==> src/hdl/argb_pixel_alpha_blend_top_defines.svh <==
// ----------------------------------------------------------------------------
// ARGB pixel alpha blend assertion macros
// Concurrent assertion shorthands sampled on clock, disabled in reset.
// ----------------------------------------------------------------------------
`ifndef ARGB_PIXEL_ALPHA_BLEND_TOP_DEFINES_SVH
`define ARGB_PIXEL_ALPHA_BLEND_TOP_DEFINES_SVH

// check consequent in the same cycle as the antecedent
`define APB_ASSERT_SAME(label, ante, cons, msg) \
   label: assert property (@(posedge clock) disable iff (reset) (ante) |-> (cons)) \
      else $error(msg);

// check consequent in the cycle after the antecedent
`define APB_ASSERT_NEXT(label, ante, cons, msg) \
   label: assert property (@(posedge clock) disable iff (reset) (ante) |=> (cons)) \
      else $error(msg);

`endif

==> src/hdl/apb_pkg.sv <==
// ----------------------------------------------------------------------------
// ARGB pixel alpha blend package
// Widths, command and register codes, divider stage type, divide-by-255.
// ----------------------------------------------------------------------------
package apb_pkg;

   localparam int CHAN_N      = 3;
   localparam int CHAN_W      = 8;
   localparam int PIX_W       = 32;
   localparam int RGB_W       = CHAN_N * CHAN_W;
   localparam int CMD_W       = 3;
   localparam int PROD_W      = 2 * CHAN_W;
   localparam int SUM_W       = PROD_W + 1;
   localparam int D_W         = 16;
   localparam int REM_W       = 25;
   localparam int RECIP_W     = 32;
   localparam int RECIP_SHIFT = 23;
   localparam logic [RECIP_W-1:0] RECIP_255 = 32'd32897;
   localparam int BITS_PER_DIV = 2;
   localparam int DIV_N       = CHAN_W / BITS_PER_DIV;
   localparam int CSR_IDX_W   = 2;
   localparam int CSR_DATA_W  = 32;
   localparam logic [CHAN_W-1:0] OPACITY_RESET = 8'hFF;
   localparam logic [RGB_W-1:0]  TEXT_COLOR_RESET = 24'h000000;

   typedef enum logic [CMD_W-1:0] {
      CMD_BLEND   = 3'd0,
      CMD_SCALE   = 3'd1,
      CMD_REPLACE = 3'd2,
      CMD_COPY    = 3'd3,
      CMD_TEXT    = 3'd4
   } cmd_type;

   typedef enum logic [CSR_IDX_W-1:0] {
      CSR_OPACITY    = 2'd0,
      CSR_TEXT_COLOR = 2'd1
   } csr_index_type;

   typedef logic [CHAN_N-1:0][CHAN_W-1:0] rgb_type;

   typedef struct packed {
      logic [D_W-1:0]                d;
      logic [CHAN_N-1:0][REM_W-1:0]  rem;
      logic [CHAN_N-1:0][CHAN_W-1:0] quo;
   } div_type;

   typedef struct packed {
      logic              byp;
      logic [PIX_W-1:0]  val;
      logic [CHAN_W-1:0] alpha;
   } side_type;

   function automatic logic [CHAN_W-1:0] div255(input logic [D_W-1:0] x);
      logic [RECIP_W-1:0] prod;
      prod = RECIP_W'(x) * RECIP_255;
      return prod[RECIP_SHIFT +: CHAN_W];
   endfunction

endpackage

==> src/hdl/apb_div_stage.sv <==
// ----------------------------------------------------------------------------
// ARGB pixel alpha blend divider stage
// Two restoring quotient bits per channel, registered, with stall hold.
// ----------------------------------------------------------------------------
module apb_div_stage
   import apb_pkg::*;
#(
   parameter int TOP_BIT = CHAN_W - 1
) (
   input  logic    clock,
   input  logic    advance,
   input  div_type div_in,
   output div_type div_out
);

   localparam int HI = TOP_BIT;
   localparam int LO = TOP_BIT - 1;

   div_type          div_ff;
   div_type          div_in_nxt;
   logic [REM_W-1:0] dsh_hi;
   logic [REM_W-1:0] dsh_lo;

   assign dsh_hi = REM_W'(div_in.d) << HI;
   assign dsh_lo = REM_W'(div_in.d) << LO;

   always_comb begin
      div_in_nxt = div_in;
      for (int c = 0; c < CHAN_N; c++) begin
         if (div_in_nxt.rem[c] >= dsh_hi) begin
            div_in_nxt.rem[c]     = div_in_nxt.rem[c] - dsh_hi;
            div_in_nxt.quo[c][HI] = 1'b1;
         end
         if (div_in_nxt.rem[c] >= dsh_lo) begin
            div_in_nxt.rem[c]     = div_in_nxt.rem[c] - dsh_lo;
            div_in_nxt.quo[c][LO] = 1'b1;
         end
      end
   end

   always_ff @(posedge clock) begin
      if (advance) begin
         div_ff <= div_in_nxt;
      end
   end

   assign div_out = div_ff;

endmodule

==> src/hdl/argb_pixel_alpha_blend_top.sv <==
// Ten register stages, no loop back to the input; an rsp stall holds the pipe.
// Throughput: one beat per cycle while rsp_stall does not hold the pipe.
// The per-channel divide by the blend denominator runs as four stages of
// two restoring quotient bits each; the other stages hold the multiplies and subtracts.
// Reset: synchronous; empties all stages, opacity to 255, text color to 0.
// ----------------------------------------------------------------------------
// ARGB pixel alpha blend top level
// Source-over compositing of ARGB8888 pixels in a stallable pipeline.
// ----------------------------------------------------------------------------
`include "argb_pixel_alpha_blend_top_defines.svh"

module argb_pixel_alpha_blend_top
   import apb_pkg::*;
(
   input  logic                  clock,
   input  logic                  reset,
   input  logic                  req_valid,
   output logic                  req_stall,
   input  logic [CMD_W-1:0]      req_command,
   input  logic [PIX_W-1:0]      req_src_pixel,
   input  logic [PIX_W-1:0]      req_dst_pixel,
   output logic                  rsp_valid,
   input  logic                  rsp_stall,
   output logic [PIX_W-1:0]      rsp_out_pixel,
   input  logic                  csr_valid,
   output logic                  csr_ready,
   input  logic [CSR_IDX_W-1:0]  csr_index,
   input  logic [CSR_DATA_W-1:0] csr_data
);

   localparam int STAGE_N = 10;
   localparam int LAST    = STAGE_N - 1;
   localparam int ST_NUM  = 4;
   localparam int ST_DIV0 = ST_NUM + 1;
   localparam int ST_DIVL = ST_DIV0 + DIV_N - 1;

   logic [STAGE_N-1:0] v_ff;
   logic [STAGE_N-1:0] en;

   logic [CHAN_W-1:0] opacity_ff;
   logic [RGB_W-1:0]  text_color_ff;

   // stage 0
   logic [CHAN_W-1:0] fa_raw_in, fa_raw0_ff;
   logic              scale_in, scale0_ff;
   logic [RGB_W-1:0]  fc_in;
   logic              byp_in;
   logic [PIX_W-1:0]  bv_in;
   logic [PROD_W-1:0] pa0_ff;
   rgb_type           fc0_ff, bc0_ff;
   logic [CHAN_W-1:0] ba0_ff;
   logic              byp0_ff;
   logic [PIX_W-1:0]  bv0_ff;

   // stage 1
   logic [CHAN_W-1:0] fa1_ff, ba1_ff;
   rgb_type           fc1_ff, bc1_ff;
   logic              byp1_ff;
   logic [PIX_W-1:0]  bv1_ff;

   // stage 2
   logic [CHAN_W-1:0]             fa2_ff, ba2_ff;
   logic [PROD_W-1:0]             faba2_ff;
   logic [CHAN_N-1:0][PROD_W-1:0] pf2_ff, pb2_ff;
   rgb_type                       bc2_ff;
   logic                          byp2_ff;
   logic [PIX_W-1:0]              bv2_ff;

   // stage 3
   logic [SUM_W-1:0]             asum_in, a255_in;
   logic [CHAN_N-1:0][REM_W-1:0] psum_in;
   logic [D_W-1:0]               d3_ff;
   logic [CHAN_N-1:0][REM_W-1:0] s3_ff, t3_ff;
   logic                         byp3_ff;
   logic [PIX_W-1:0]             bv3_ff;

   // stage 4 and divider
   div_type  num_ff;
   div_type  div_s [DIV_N+1];
   side_type side_in;
   side_type side_ff [ST_NUM:ST_DIVL];
   logic [PIX_W-1:0] rsp_out_pixel_ff;

   // ---------------------------------------------------------------- csr
   assign csr_ready = 1'b1;

   always_ff @(posedge clock) begin
      if (reset) begin
         opacity_ff    <= OPACITY_RESET;
         text_color_ff <= TEXT_COLOR_RESET;
      end else if (csr_valid && csr_ready) begin
         unique case (csr_index_type'(csr_index))
            CSR_OPACITY:    opacity_ff    <= csr_data[CHAN_W-1:0];
            CSR_TEXT_COLOR: text_color_ff <= csr_data[RGB_W-1:0];
            default: ;
         endcase
      end
   end

   // ---------------------------------------------------------- flow control
   always_comb begin
      en[LAST] = !v_ff[LAST] || !rsp_stall;
      for (int i = LAST - 1; i >= 0; i--) begin
         en[i] = !v_ff[i] || en[i+1];
      end
   end

   assign req_stall = !en[0];

   always_ff @(posedge clock) begin
      if (reset) begin
         v_ff <= '0;
      end else begin
         if (en[0]) begin
            v_ff[0] <= req_valid;
         end
         for (int i = 1; i < STAGE_N; i++) begin
            if (en[i]) begin
               v_ff[i] <= v_ff[i-1];
            end
         end
      end
   end

   // --------------------------------------------------- stage 0: decode
   always_comb begin
      fa_raw_in = req_src_pixel[PIX_W-1 -: CHAN_W];
      scale_in  = 1'b0;
      fc_in     = req_src_pixel[RGB_W-1:0];
      byp_in    = 1'b0;
      bv_in     = req_dst_pixel;
      unique case (cmd_type'(req_command))
         CMD_BLEND: ;
         CMD_SCALE: scale_in = 1'b1;
         CMD_REPLACE: fa_raw_in = opacity_ff;
         CMD_COPY: begin
            byp_in = 1'b1;
            bv_in  = req_src_pixel;
         end
         CMD_TEXT: begin
            fa_raw_in = req_src_pixel[CHAN_W-1:0];
            fc_in     = text_color_ff;
         end
         default: byp_in = 1'b1;
      endcase
   end

   always_ff @(posedge clock) begin
      if (en[0]) begin
         fa_raw0_ff <= fa_raw_in;
         scale0_ff  <= scale_in;
         pa0_ff     <= PROD_W'(req_src_pixel[PIX_W-1 -: CHAN_W]) * PROD_W'(opacity_ff);
         fc0_ff     <= fc_in;
         bc0_ff     <= req_dst_pixel[RGB_W-1:0];
         ba0_ff     <= req_dst_pixel[PIX_W-1 -: CHAN_W];
         byp0_ff    <= byp_in;
         bv0_ff     <= bv_in;
      end
   end

   // ------------------------------------------- stage 1: effective alpha
   always_ff @(posedge clock) begin
      if (en[1]) begin
         fa1_ff  <= scale0_ff ? div255(D_W'(pa0_ff)) : fa_raw0_ff;
         ba1_ff  <= ba0_ff;
         fc1_ff  <= fc0_ff;
         bc1_ff  <= bc0_ff;
         byp1_ff <= byp0_ff;
         bv1_ff  <= bv0_ff;
      end
   end

   // ------------------------------------------------ stage 2: products
   always_ff @(posedge clock) begin
      if (en[2]) begin
         faba2_ff <= PROD_W'(fa1_ff) * PROD_W'(ba1_ff);
         for (int c = 0; c < CHAN_N; c++) begin
            pf2_ff[c] <= PROD_W'(fc1_ff[c]) * PROD_W'(fa1_ff);
            pb2_ff[c] <= PROD_W'(bc1_ff[c]) * PROD_W'(ba1_ff);
         end
         fa2_ff  <= fa1_ff;
         ba2_ff  <= ba1_ff;
         bc2_ff  <= bc1_ff;
         byp2_ff <= byp1_ff;
         bv2_ff  <= bv1_ff;
      end
   end

   // ------------------------------------ stage 3: denominator and terms
   assign asum_in = SUM_W'(fa2_ff) + SUM_W'(ba2_ff);
   assign a255_in = (asum_in << CHAN_W) - asum_in;

   always_comb begin
      for (int c = 0; c < CHAN_N; c++) begin
         psum_in[c] = REM_W'(pf2_ff[c]) + REM_W'(pb2_ff[c]);
      end
   end

   always_ff @(posedge clock) begin
      if (en[3]) begin
         d3_ff <= D_W'(a255_in - SUM_W'(faba2_ff));
         for (int c = 0; c < CHAN_N; c++) begin
            s3_ff[c] <= (psum_in[c] << CHAN_W) - psum_in[c];
            t3_ff[c] <= REM_W'(bc2_ff[c]) * REM_W'(faba2_ff);
         end
         byp3_ff <= byp2_ff;
         bv3_ff  <= bv2_ff;
      end
   end

   // ------------------------------------ stage 4: numerators and alpha
   always_comb begin
      side_in.byp   = byp3_ff || (d3_ff == '0);
      side_in.val   = byp3_ff ? bv3_ff : '0;
      side_in.alpha = div255(d3_ff);
   end

   always_ff @(posedge clock) begin
      if (en[ST_NUM]) begin
         num_ff.d   <= d3_ff;
         num_ff.quo <= '0;
         for (int c = 0; c < CHAN_N; c++) begin
            num_ff.rem[c] <= s3_ff[c] - t3_ff[c];
         end
      end
   end

   // ----------------------------------------------------------- divider
   assign div_s[0] = num_ff;

   for (genvar k = 0; k < DIV_N; k++) begin : g_div
      apb_div_stage #(
         .TOP_BIT(CHAN_W - 1 - BITS_PER_DIV * k)
      ) u_div (
         .clock   (clock),
         .advance (en[ST_DIV0+k]),
         .div_in  (div_s[k]),
         .div_out (div_s[k+1])
      );
   end

   always_ff @(posedge clock) begin
      if (en[ST_NUM]) begin
         side_ff[ST_NUM] <= side_in;
      end
      for (int i = ST_DIV0; i <= ST_DIVL; i++) begin
         if (en[i]) begin
            side_ff[i] <= side_ff[i-1];
         end
      end
   end

   // ------------------------------------------------------ output stage
   always_ff @(posedge clock) begin
      if (en[LAST]) begin
         rsp_out_pixel_ff <= side_ff[ST_DIVL].byp ? side_ff[ST_DIVL].val :
                             {side_ff[ST_DIVL].alpha, div_s[DIV_N].quo};
      end
   end

   assign rsp_valid     = v_ff[LAST];
   assign rsp_out_pixel = rsp_out_pixel_ff;

   // -------------------------------------------------------- assertions
   `APB_ASSERT_SAME(a_stall_source, req_stall, rsp_stall && (&v_ff), "input stalled without a full blocked pipe")
   `APB_ASSERT_NEXT(a_num_hold, v_ff[ST_NUM] && !en[ST_NUM], v_ff[ST_NUM] && $stable(num_ff), "divider entry beat lost while held")
   `APB_ASSERT_SAME(a_zero_bypass, v_ff[ST_NUM] && (num_ff.d == '0), side_ff[ST_NUM].byp, "zero denominator not bypassed")
   `APB_ASSERT_SAME(a_rem_range, v_ff[ST_DIVL] && !side_ff[ST_DIVL].byp, (div_s[DIV_N].rem[0] < REM_W'(div_s[DIV_N].d)) && (div_s[DIV_N].rem[1] < REM_W'(div_s[DIV_N].d)) && (div_s[DIV_N].rem[2] < REM_W'(div_s[DIV_N].d)), "divider remainder out of range")
   `APB_ASSERT_NEXT(a_opacity_write, csr_valid && csr_ready && (csr_index == CSR_OPACITY), opacity_ff == $past(csr_data[CHAN_W-1:0]), "opacity write not taken")

endmodule

==> config.mk <==
export PLATFORM = sky130hd
export DESIGN_NAME = argb_pixel_alpha_blend_top
export DESIGN_NICKNAME = d
export VERILOG_FILES = /design/src/hdl/apb_pkg.sv /design/src/hdl/apb_div_stage.sv /design/src/hdl/argb_pixel_alpha_blend_top.sv
export VERILOG_INCLUDE_DIRS = /design/src /design/src/hdl
export SDC_FILE = /design/constraint.sdc
export NUM_CORES = 2
export LEC_CHECK = 0
export BUFFER_PORTS_ARGS = -buffer_cell sky130_fd_sc_hd__buf_2
export CORE_AREA = 2 2 643 645
export DETAILED_ROUTE_END_ITERATION = 10
export DIE_AREA = 0 0 645 647
export PLACE_DENSITY = 0.46
export SYNTH_ARGS = -nofsm -noshare
export SYNTH_HDL_FRONTEND = slang
export SYNTH_HIERARCHICAL = 1
export SYNTH_SLANG_ARGS = --single-unit
==> constraint.sdc <==
create_clock -name clock -period 33.6 [get_ports clock]
set_input_delay 6.72 -clock clock [delete_from_list [all_inputs] [get_ports clock]]
set_output_delay 6.72 -clock clock [all_outputs]
set_load 0.02 [all_outputs]
Yosys cells after proc, flatten, opt, wreduce, memory -nomap -nowiden
Memories as Yosys holds them, arrays and structs flattened.
Index checks and enable logic that the tools add are counted.
{"block": "word_totals", "register_bits": 1090, "ramBits": 205, "inputBits": 106, "out_inout_bits": 35, "memories": 1}
{"block": "classes", "add_sub_neg": 33, "multipliers": 13, "n_lt_le_gt_ge": 24, "n_eq_ne": 5, "mux": 39, "n_reduce_logical": 29}
{"memory": "side_ff", "depth": 5, "width": 41, "read_ports": 5, "rd_clocked_by_memory_dff": 0, "wr": 5, "line": "argb_pixel_alpha_blend_top.sv:81", "rtl": "side_type side_ff [ST_NUM:ST_DIVL];"}
{"cell": "two-way mux 25 bit", "count": 21}
{"cell": "subtractor 25 x 17 -> 25 bit", "count": 6}
{"cell": "multiplier 8 x 8 -> 16 bit", "count": 8}
{"cell": "two-way mux 32 bit", "count": 3}
{"cell": "greater-or-equal comparator 25 x 16 -> 1 bit", "count": 3}
{"cell": "greater-or-equal comparator 25 x 17 -> 1 bit", "count": 3}
{"cell": "greater-or-equal comparator 25 x 18 -> 1 bit", "count": 3}
{"cell": "greater-or-equal comparator 25 x 19 -> 1 bit", "count": 3}
{"cell": "greater-or-equal comparator 25 x 20 -> 1 bit", "count": 3}
{"cell": "greater-or-equal comparator 25 x 21 -> 1 bit", "count": 3}
{"cell": "greater-or-equal comparator 25 x 22 -> 1 bit", "count": 3}
{"cell": "greater-or-equal comparator 25 x 23 -> 1 bit", "count": 3}
{"cell": "subtractor 25 x 18 -> 25 bit", "count": 3}
{"cell": "subtractor 25 x 19 -> 25 bit", "count": 3}
{"cell": "subtractor 25 x 20 -> 25 bit", "count": 3}
{"cell": "subtractor 25 x 21 -> 25 bit", "count": 3}
{"cell": "subtractor 25 x 22 -> 25 bit", "count": 3}
{"cell": "subtractor 25 x 23 -> 25 bit", "count": 3}
{"cell": "subtractor 25 x 24 -> 25 bit", "count": 3}
{"cell": "multiplier 8 x 16 -> 24 bit", "count": 3}
{"cell": "multiplier 16 x 16 -> 31 bit, second input constant", "count": 2}
{"cell": "adder 16 x 16 -> 17 bit", "count": 3}
{"cell": "two-way mux 24 bit", "count": 1}
{"cell": "logical NOT 16 bit", "count": 1}
{"cell": "16 further kinds", "count": 50}

Depth between registers and ports, before layout
{"block": "logic_depth", "depth_word": 12, "depth_mapped": 26}

Cells and area by module
The synthesis kept the hierarchy.
{"mod": "argb_pixel_alpha_blend_top", "instances": 1, "cells_per_inst": 6131, "area_per_inst_um2": 69551.7, "seq_area_each_um2": 28467.3}
{"mod": "apb_div_stage (g_div[3].u_div)", "instances": 1, "cells_per_inst": 1212, "area_per_inst_um2": 10732.8, "seq_area_each_um2": 3453.3}
{"mod": "apb_div_stage (g_div[2].u_div)", "instances": 1, "cells_per_inst": 1127, "area_per_inst_um2": 10438.8, "seq_area_each_um2": 3453.3}
{"mod": "apb_div_stage (g_div[1].u_div)", "instances": 1, "cells_per_inst": 1023, "area_per_inst_um2": 9982.1, "seq_area_each_um2": 3453.3}
{"mod": "apb_div_stage (g_div[0].u_div)", "instances": 1, "cells_per_inst": 965, "area_per_inst_um2": 9594.2, "seq_area_each_um2": 3453.3}

Least setup slack after synthesis
OpenSTA, ideal clock, no wires.
{"block": "synth_path", "path_type": "input -> output", "start": "in rsp_stall", "end": "out req_stall", "arrival_ns": 18.847, "setup_slack_ns": 8.033, "cell_stages": 7, "n_path_buf": 1, "cell_sequence": "and3_1 > and3_1 > clkbuf_1 > nand4_1 > nor2_1 > nand3_1 > inv_1"}
{"block": "synth_between", "elab_chain_cells": 12}
{"item": "start, declared", "line": "argb_pixel_alpha_blend_top.sv:23", "rtl": "input logic rsp_stall,"}
{"item": "logical NOT 1 bit", "line": "argb_pixel_alpha_blend_top.sv:102", "rtl": "en[LAST] = !v_ff[LAST] || !rsp_stall;"}
{"item": "logical OR 1 bit", "line": "argb_pixel_alpha_blend_top.sv:102"}
{"item": "logical OR 1 bit (6 in series)", "line": "argb_pixel_alpha_blend_top.sv:104", "rtl": "en[i] = !v_ff[i] || en[i+1];"}
{"item": "named net en[3]", "line": "argb_pixel_alpha_blend_top.sv:38", "rtl": "logic [STAGE_N-1:0] en;"}
{"item": "logical OR 1 bit (3 in series)", "line": "argb_pixel_alpha_blend_top.sv:104"}
{"item": "logical NOT 1 bit", "line": "argb_pixel_alpha_blend_top.sv:108", "rtl": "assign req_stall = !en[0];"}
{"item": "end, declared", "line": "argb_pixel_alpha_blend_top.sv:18", "rtl": "output logic req_stall,"}
The timed path passes the listed nets, and every way through them passes these cells.

Final worst setup path
Same ends and word-level chain as after synthesis.

==> run metrics <==
status complete, no violations; CP Class in2out; Pre-antenna DRT Iters 7; H-tree depth 4; buffer and inverter count on the worst path 3; Die Span Y between 600 and 700 microns; Vias/cell approximately 4.5; antenna-violating nets left 0; layout cell share with drive strength beyond 1 slightly below 8%; Worst-path clk slew roughly 0.060 ns; post-DP HPWL 217000 microns; Final nets 12.0k; Die Area roughly 0.42 sq mm; most common cell after layout, fill and taps aside edfxtp_1; first-pass GRT wire length 434000 microns; post-CTS sizing 0; drt total wl roughly 280000 microns; commonest cells after routing, fill and taps aside 1289 x edfxtp_1, 1118 x ha_1, 1112 x inv_1; fmax slightly above 60 MHz; relative slew slack around a fifth; Yosys warnings 6; crit-path leading delay family simple AND/OR/NAND/NOR gates; unrepaired setup endpoints after global routing false; Port-buffer cells 131; DR iter-0 viols just under 4k; initial antenna violation count 17; Worst setup SP type input pin; Max stage delay cell, worst path nor2_1; routed via count roughly 71k; Placed Cells roughly 15k; Worst-Margin Slew between 1 and 1.5 ns; Worst path max stage delay between 0.5 and 0.6 ns; critical path data arrival time 9.32 ns; Initial Util about a quarter; vias in the first global route ~70k; Remaining DRCs 0; # clock sinks about 1.3k; Tmin final 16.04 ns; reg2reg setup slack ~26 ns; clock skew slightly below 0.08 ns; Root Buffer clkbuf_16; crit path cell chain buf_2 -> and3_1 -> and3_1 -> nand4_1 -> nor2_1 -> nand3_4 -> inv_1 -> buf_2; gr usage total 13.3%; TritonCTS clock tree built; clock latency on the worst-skew pair between 0.8 and 0.9 ns; CTS max path bufs 4; Setup Buffers After CTS 0; setup ws final about 18 ns; Setup Viol. Count Final 0; hold crit path type reg2reg; Mapped Area roughly 0.11 sq mm; Slew Limit Fails 0; Layout area overhead 11.7%; TritonCTS buffer count roughly 160; Critical Path RT around 27 ns; Worst setup EP type output pin; Post-CTS Hold Buffers 0; fin cells ~16k; dpl cell area about 0.11 sq mm; pre-CTS setup slack 17.47 ns; Final Instance Area around 0.12 sq mm; Core Region between 0.4 and 0.5 sq mm; gpl congestion 0.852; synthesized instance count about 10k; syn avg cell area approximately 11 sq um; Avg WL per Cell about 18 microns; Rows ~240; crit path max fanout 41; GRT Residual Overflow 0; Max Cap Viol 0; Setup TNS 0 ns; Die W between 600 and 700 microns; largest net degree at the start of global routing 77; # IOs around 140; Tcrit/Tclk final a little under half; final hold violations 0
-- final timing paths --
check | from | end | depth (start not counted)
setup reg to reg | g_div[1].u_div/div_out[108] | g_div[2].u_div/div_out[87] | 19
setup / recovery | rsp_stall | req_stall | 8
hold / removal | bv1_ff[1] | bv2_ff[1] | 0
hold reg to reg | bv1_ff[1] | bv2_ff[1] | 0
-- routing by layer --
layer | routed length [microns] | GRT usage, %
met1 | 139000 | 19.0
met5 | 39 | 0
met4 | 8260 | 3.66
met3 | 9820 | 1.52
met2 | 123000 | 21.0
-- sequential cells by signal (all words and copies together) (netlist names), 24 cells and up --
| name | count |
|---|---|
| bv1_ff | 32 |
| bc1_ff | 24 |
| rsp_out_pixel | 32 |
| bv2_ff | 32 |
| div_s | 91 |
| bv0_ff | 32 |
| fc0_ff | 24 |
| pf2_ff | 48 |
| text_color_ff | 24 |
| pb2_ff | 48 |
| g_div.u_div/div_out | 369 |
| bv3_ff | 32 |
| bc0_ff | 24 |
| fc1_ff | 24 |
| bc2_ff | 24 |
| side_ff | 205 |
| s3_ff | 75 |
| t3_ff | 72 |
-- worst reg2reg max path, stage by stage (launching register included) --
cell      delay [ns]
edfxtp_1        0.44
inv_1           0.47
ha_1            0.42
and4_1          0.27
and3_1          0.23
a31o_2          0.25
a211o_1         0.36
or2_2           0.50
a21oi_1         0.56
ha_1            0.35
nor2b_1         0.13
o21a_1          0.17
o21ai_0         0.25
a21oi_1         0.10
nor2_1          0.32
o311ai_0        0.32
o31a_1          0.41
nor4_4          0.85
buf_4           0.42
mux2_2          0.40
-- per-stage QoR --
stage          hold WS (ns)  utilization [%]
5_1_grt               0.401             28.6
6_report              0.386             28.6
3_5_place_dp          0.405             27.4
4_1_cts               0.382             28.6
3_3_place_gp          0.400             27.4
2_1_floorplan         0.400                -
-- area by class of cell --
cell class	instances	area, sq um
diodes	11	27.5
clock buffers	189	4090
clock inverters	82	843
fillers	43000	293000
inverters	1116	4200
multi-input cells	7340	60700
flip-flops and latches	1331	39500
well taps	5474	6850
repair buffers	232	1410
Power is not shown: default switching activity piles up to over one toggle a cycle in this logic, so the estimate is an artifact.
